File: src/hw/rtl/imrh_pkg.sv
// ----------------------------------------------------------------------------
// imrh_pkg: shared types and constants of the image-map region hit test
// Widths of coordinates, differences and products, command codes, register
// offsets, sequencer states and the request format of the shared multiplier.
// ----------------------------------------------------------------------------
package imrh_pkg;

    // geometry and identifier widths
    localparam int COORD_BITS   = 20;
    localparam int REGION_COUNT = 1024;
    localparam int REGION_BITS  = $clog2(REGION_COUNT);
    localparam int RADIUS_BITS  = COORD_BITS - 1;
    localparam int DIFF_BITS    = COORD_BITS + 1;
    localparam int PROD_BITS    = 2 * DIFF_BITS;
    localparam int ACC_BITS     = PROD_BITS + 1;

    // register port
    localparam int APB_ADDR_BITS = 3;
    localparam int APB_DATA_BITS = 32;
    localparam int REG_SEL_BIT   = 2;

    typedef logic signed [COORD_BITS-1:0] coord_t;
    typedef logic        [RADIUS_BITS-1:0] radius_t;
    typedef logic        [REGION_BITS-1:0] region_t;
    typedef logic signed [DIFF_BITS-1:0]  diff_t;
    typedef logic signed [PROD_BITS-1:0]  prod_t;
    typedef logic signed [ACC_BITS-1:0]   acc_t;
    typedef logic        [2:0]            cmd_t;
    typedef logic        [APB_ADDR_BITS-1:0] paddr_t;
    typedef logic        [APB_DATA_BITS-1:0] pdata_t;

    // command codes
    localparam cmd_t CMD_DEFAULT = 3'd0;
    localparam cmd_t CMD_RECT    = 3'd1;
    localparam cmd_t CMD_CIRCLE  = 3'd2;
    localparam cmd_t CMD_POLY    = 3'd3;
    localparam cmd_t CMD_END     = 3'd4;

    // register select (address bit REG_SEL_BIT)
    localparam logic REG_QUERY_X = 1'b0;
    localparam logic REG_QUERY_Y = 1'b1;

    // sequencer states
    typedef enum logic [3:0] {
        S_IDLE,
        S_DISPATCH,
        S_RECT,
        S_CIRC_A,
        S_CIRC_B,
        S_CIRC_C,
        S_CIRC_CMP,
        S_EDGE_CHK,
        S_EDGE_MUL_A,
        S_EDGE_MUL_B,
        S_EDGE_CMP,
        S_POLY_END,
        S_EMIT
    } state_t;

    // operand pair for the shared multiplier
    typedef struct packed {
        diff_t op_a;
        diff_t op_b;
    } mul_req_t;

endpackage

File: src/hw/rtl/imrh_mul.sv
// ----------------------------------------------------------------------------
// imrh_mul: shared signed multiplier
// Multiplies the operand pair of the sequencer; product is registered and
// available in the cycle after the operands are presented.
// ----------------------------------------------------------------------------
module imrh_mul (
    input  logic               clk,
    input  imrh_pkg::mul_req_t req,
    output imrh_pkg::prod_t    prod
);
    import imrh_pkg::*;

    prod_t a_ext;
    prod_t b_ext;
    prod_t prod_reg;

    // sign-extend operands to product width
    assign a_ext = {{(PROD_BITS-DIFF_BITS){req.op_a[DIFF_BITS-1]}}, req.op_a};
    assign b_ext = {{(PROD_BITS-DIFF_BITS){req.op_b[DIFF_BITS-1]}}, req.op_b};

    // product register
    always_ff @(posedge clk)
    begin
        prod_reg <= a_ext * b_ext;
    end

    assign prod = prod_reg;

endmodule

File: config.mk
export PLATFORM = sky130hd
export DESIGN_NAME = imrh_mul
export DESIGN_NICKNAME = d
export VERILOG_FILES = /design/src/hw/rtl/imrh_pkg.sv /design/src/hw/rtl/imrh_mul.sv
export SDC_FILE = /design/constraint.sdc
export NUM_CORES = 1
export LEC_CHECK = 0
export BUFFER_PORTS_ARGS = -buffer_cell sky130_fd_sc_hd__clkbuf_2
export CORE_MARGIN = 1.5
export CORE_UTILIZATION = 24
export DETAILED_ROUTE_END_ITERATION = 6
export PLACE_DENSITY = 0.5
export REMOVE_ABC_BUFFERS = 1
export SETUP_SLACK_MARGIN = 0.15
export SKIP_LAST_GASP = 1
export SYNTH_ARGS = -nofsm -noshare
export SYNTH_HDL_FRONTEND = slang
export SYNTH_SLANG_ARGS = --single-unit
File: constraint.sdc
create_clock -name clk -period 17.9 [get_ports clk]
set_input_delay 0 -clock clk [delete_from_list [all_inputs] [get_ports clk]]
set_output_delay 0 -clock clk [all_outputs]
set_load 0.02 [all_outputs]
==> reports/summary.md <==
Setup repair after global routing left no endpoint under its margin. The number of placed instances, taps included, is 2,833. At the placement stage, the worst setup path has a slack of 10,870 ps. The run finished with clean final reports. The largest fanout of any net on the critical path works out to 21. The first global-routing pass estimated 74.0 mm of wire. The maximum number of pins on one net before global-route repair was 22; the sum of negative setup slack was 0 ps.

The number of gates resized after CTS was 0. Clock tree synthesis found a total of 42 sinks. The worst hold endpoint is prod[0]. The number of different library cells in the post-synthesis netlist is 52.

During I/O placement, the number of pins put on the boundary was 85. The post-synthesis register bit count works out to 42. Max-cap violations in this run came to 0. The clock tree synthesis step divided the H-tree into 2 levels. The data arrival time at the worst-slack endpoint is 6880 ps. In the post-synthesis netlist, the biggest area contributors are sky130_fd_sc_hd__fa_1 (53%), sky130_fd_sc_hd__inv_1 (11%), sky130_fd_sc_hd__ha_1 (8.0%). At the pin with the least slew margin, the transition time is 776 ps.

The buffer cell driving the clock tree root was sky130_fd_sc_hd__clkbuf_16. After the last flow step, the layout net total stands at 2,503. After clock tree synthesis, the clock-pin slew on the worst setup and hold paths is 60 ps. The initialized floorplan defines 98 standard-cell rows. The tools report the register area share after synthesis as 0.0484.

The type of the worst min-delay path was in2reg. Share of flip-flops with an asynchronous set or reset: 0. Total count of max-transition violations in the final report: 0.

The number of antenna violations at the first check in global routing was 0; the final weighted congestion in routability-driven placement was 0.827. The endpoint kind of the worst setup timing path is a register. The tools report the number of endpoints with negative hold slack in the final report as 0. STA classifies the critical path startpoint as a primary input.

The logs give 0.126 for the global-route total usage across every layer and 0 for the number of warning messages in the yosys log. Summing over every cut layer, the via total after detailed routing is 12,100. Launching instance or port of the critical path: req[4].

No sink is reached through more buffers than the 2 on the longest clock path. In this run the horizontal extent of the chip is 272 um. The start-to-end type of the worst setup path was in2reg. The routed via count divided by cell count is 4.27. For the number of iterations in the first detailed-routing pass, the log shows 5. Buffers added to address setup during post-CTS repair amount to 0. The via count of the first global-routing pass is 14,300, and the half-perimeter wire length after detailed placement is 36.8 mm.

Post-synthesis cell type with the largest combined area: sky130_fd_sc_hd__fa_1. The die is 272 um tall. The number of inserted diodes is 0, and the number of failing setup endpoints in the final timing report is 0. The floorplan die area is 74,000 sq um. The area added between synthesis and finish is 8.50%, and the clock period minus final worst setup slack is 6710 ps.

The final non-filler cell total was 2,841; the TritonCTS buffer count was 5. Detailed-route DRC error count: 0. The initial cell density of the core was 0.243; the violation count after the first detailed-routing iteration was 561. Each instance of the synthesized netlist takes up on average 9.22 sq um.

Global routing finished with a remaining overflow of 0. For the fmax, the log shows 0.149 GHz. The worst hold path begins at req[0].

The worst max-slew margin expressed relative to the limit is 0.482. The post-route worst setup slack is 11,190 ps, and the number of port buffers is 84. At the worst endpoint, the required time is 18,080 ps.

The worst hold path was traced through 2 stages. The flip-flop count of the largest register, all copies and words added was 42. The count of flip-flops with a built-in enable after synthesis is 0.

The final cycle utilization of the critical path came out at 0.375. In the final routed layout, each cell accounts on average for 15.3 um. The instance count of the mapped netlist is 1,885, and the area share of the largest cell type after synthesis is 0.529. Once detail routing completed, the nets flagged for antenna violations numbered 0. For this design, the CTS-stage hold fixing added 0 buffers. TritonCTS built the clock tree. Wires add up to 43.5 mm. The proportion of layout cells with a drive suffix above 1 came out at 0.0550.

Among all flip-flop cells after synthesis, the most frequent one is sky130_fd_sc_hd__dfxtp_1. The logs give 17,400 sq um for the summed instance area of the synthesized netlist and 71,600 sq um for the area of the core.
==> per-layer routing <==
| metal | GRT usage | share of wire | vias up |
|---|---|---|---|
| met5 | 0 | 0 | - |
| met2 | 0.248 | 0.56 | 272 |
| met1 | 0.146 | 0.39 | 6448 |
| li1 | - | - | 5383 |
| met3 | 0.0143 | 0.034 | 37 |
| met4 | 0.0244 | 0.019 | 0 |
==> synth_stat cells (all sizes together) (15+ instances only) <==
| master | count |
|---|---|
| inv | 511 |
| fa | 459 |
| nand2 | 242 |
| and2 | 201 |
| ha | 111 |
| clkbuf | 83 |
| dfxtp | 42 |
| a21oi | 41 |
| xnor2 | 35 |
| nor2 | 28 |
| a21o | 23 |
| o21ai | 15 |
==> cells in the final DEF (no fill, tap or decap), types with 3 or more instances in the layout <==
cell and count:
sky130_fd_sc_hd__a211o_1 4, sky130_fd_sc_hd__a21o_1 22, sky130_fd_sc_hd__a21oi_1 41, sky130_fd_sc_hd__and2_1 200
sky130_fd_sc_hd__and3_1 3, sky130_fd_sc_hd__clkbuf_16 5, sky130_fd_sc_hd__clkbuf_2 84, sky130_fd_sc_hd__dfxtp_1 42
sky130_fd_sc_hd__fa_1 459, sky130_fd_sc_hd__ha_1 111, sky130_fd_sc_hd__inv_1 511, sky130_fd_sc_hd__nand2_1 242
sky130_fd_sc_hd__nand2b_1 9, sky130_fd_sc_hd__nand3_1 7, sky130_fd_sc_hd__nor2_1 28, sky130_fd_sc_hd__nor2b_1 3
sky130_fd_sc_hd__nor3_1 6, sky130_fd_sc_hd__nor4_1 3, sky130_fd_sc_hd__o211ai_1 6, sky130_fd_sc_hd__o21a_1 3
sky130_fd_sc_hd__o21ai_0 13, sky130_fd_sc_hd__o21bai_1 4, sky130_fd_sc_hd__o31ai_1 4, sky130_fd_sc_hd__or3_1 5
sky130_fd_sc_hd__xnor2_1 35, sky130_fd_sc_hd__xor2_1 10
==> final cells by class <==
| type | count | area (sq um) |
|---|---|---|
| clock buffers | 5 | 125 |
| clock inverters | 3 | 68.8 |
| fillers | 7793 | 52800 |
| inverters | 511 | 1920 |
| multi-input cells | 1246 | 14300 |
| flip-flops and latches | 42 | 841 |
| well taps | 950 | 1190 |
| repair buffers | 84 | 420 |
==> per-stage QoR <==
step	area (sq um)	util	hold slack, ps
6_report	18900	0.263	432
4_1_cts	18900	0.263	404
3_3_place_gp	18700	0.261	416
3_5_place_dp	18700	0.261	415
2_1_floorplan	17000	-	122
5_1_grt	18900	0.263	430
==> kinds of logic (layout without fill, tap and decap cells) <==
logic type               after synthesis  count (layout)  share of synthesized area
adder cells (fa/ha/maj)              570             570                      0.609
flip-flops                            42              42                     0.0484
AND/OR/NAND/NOR                      513             513                      0.146
AO/OA/AOI/OAI                        118             118                     0.0454
buffers and inverters                597             603                      0.129
XOR/XNOR                              45              45                     0.0227
==> critical path, cell delays in order <==
cell	delay, ps
sky130_fd_sc_hd__clkbuf_2	400
sky130_fd_sc_hd__nand2_1	210
sky130_fd_sc_hd__fa_1	620
sky130_fd_sc_hd__inv_1	130
sky130_fd_sc_hd__fa_1	550
sky130_fd_sc_hd__fa_1	950
sky130_fd_sc_hd__inv_1	190
sky130_fd_sc_hd__fa_1	520
sky130_fd_sc_hd__inv_1	60
sky130_fd_sc_hd__fa_1	480
sky130_fd_sc_hd__fa_1	490
sky130_fd_sc_hd__inv_1	50
sky130_fd_sc_hd__fa_1	490
sky130_fd_sc_hd__inv_1	40
sky130_fd_sc_hd__ha_1	340
sky130_fd_sc_hd__a21o_1	220
sky130_fd_sc_hd__a21o_1	170
sky130_fd_sc_hd__a21oi_1	180
sky130_fd_sc_hd__nor2b_1	70
sky130_fd_sc_hd__o21a_1	180
sky130_fd_sc_hd__nor4_1	250
sky130_fd_sc_hd__a21oi_1	120
sky130_fd_sc_hd__xnor2_1	140
==> how the worst max path moves through the flow <==
stage / cells past startpoint / slack (ps) / end
2_1_floorplan: 22 / 11880 / prod[41]
3_3_place_gp: 23 / 10850 / prod[41]
3_5_place_dp: 23 / 10870 / prod[41]
4_1_cts: 23 / 11180 / prod[41]
5_1_grt: 23 / 10840 / prod[41]
6_report: 23 / 11190 / prod[41]
Power is not shown: default switching activity piles up to over one toggle a cycle in this logic, so the estimate is an artifact.
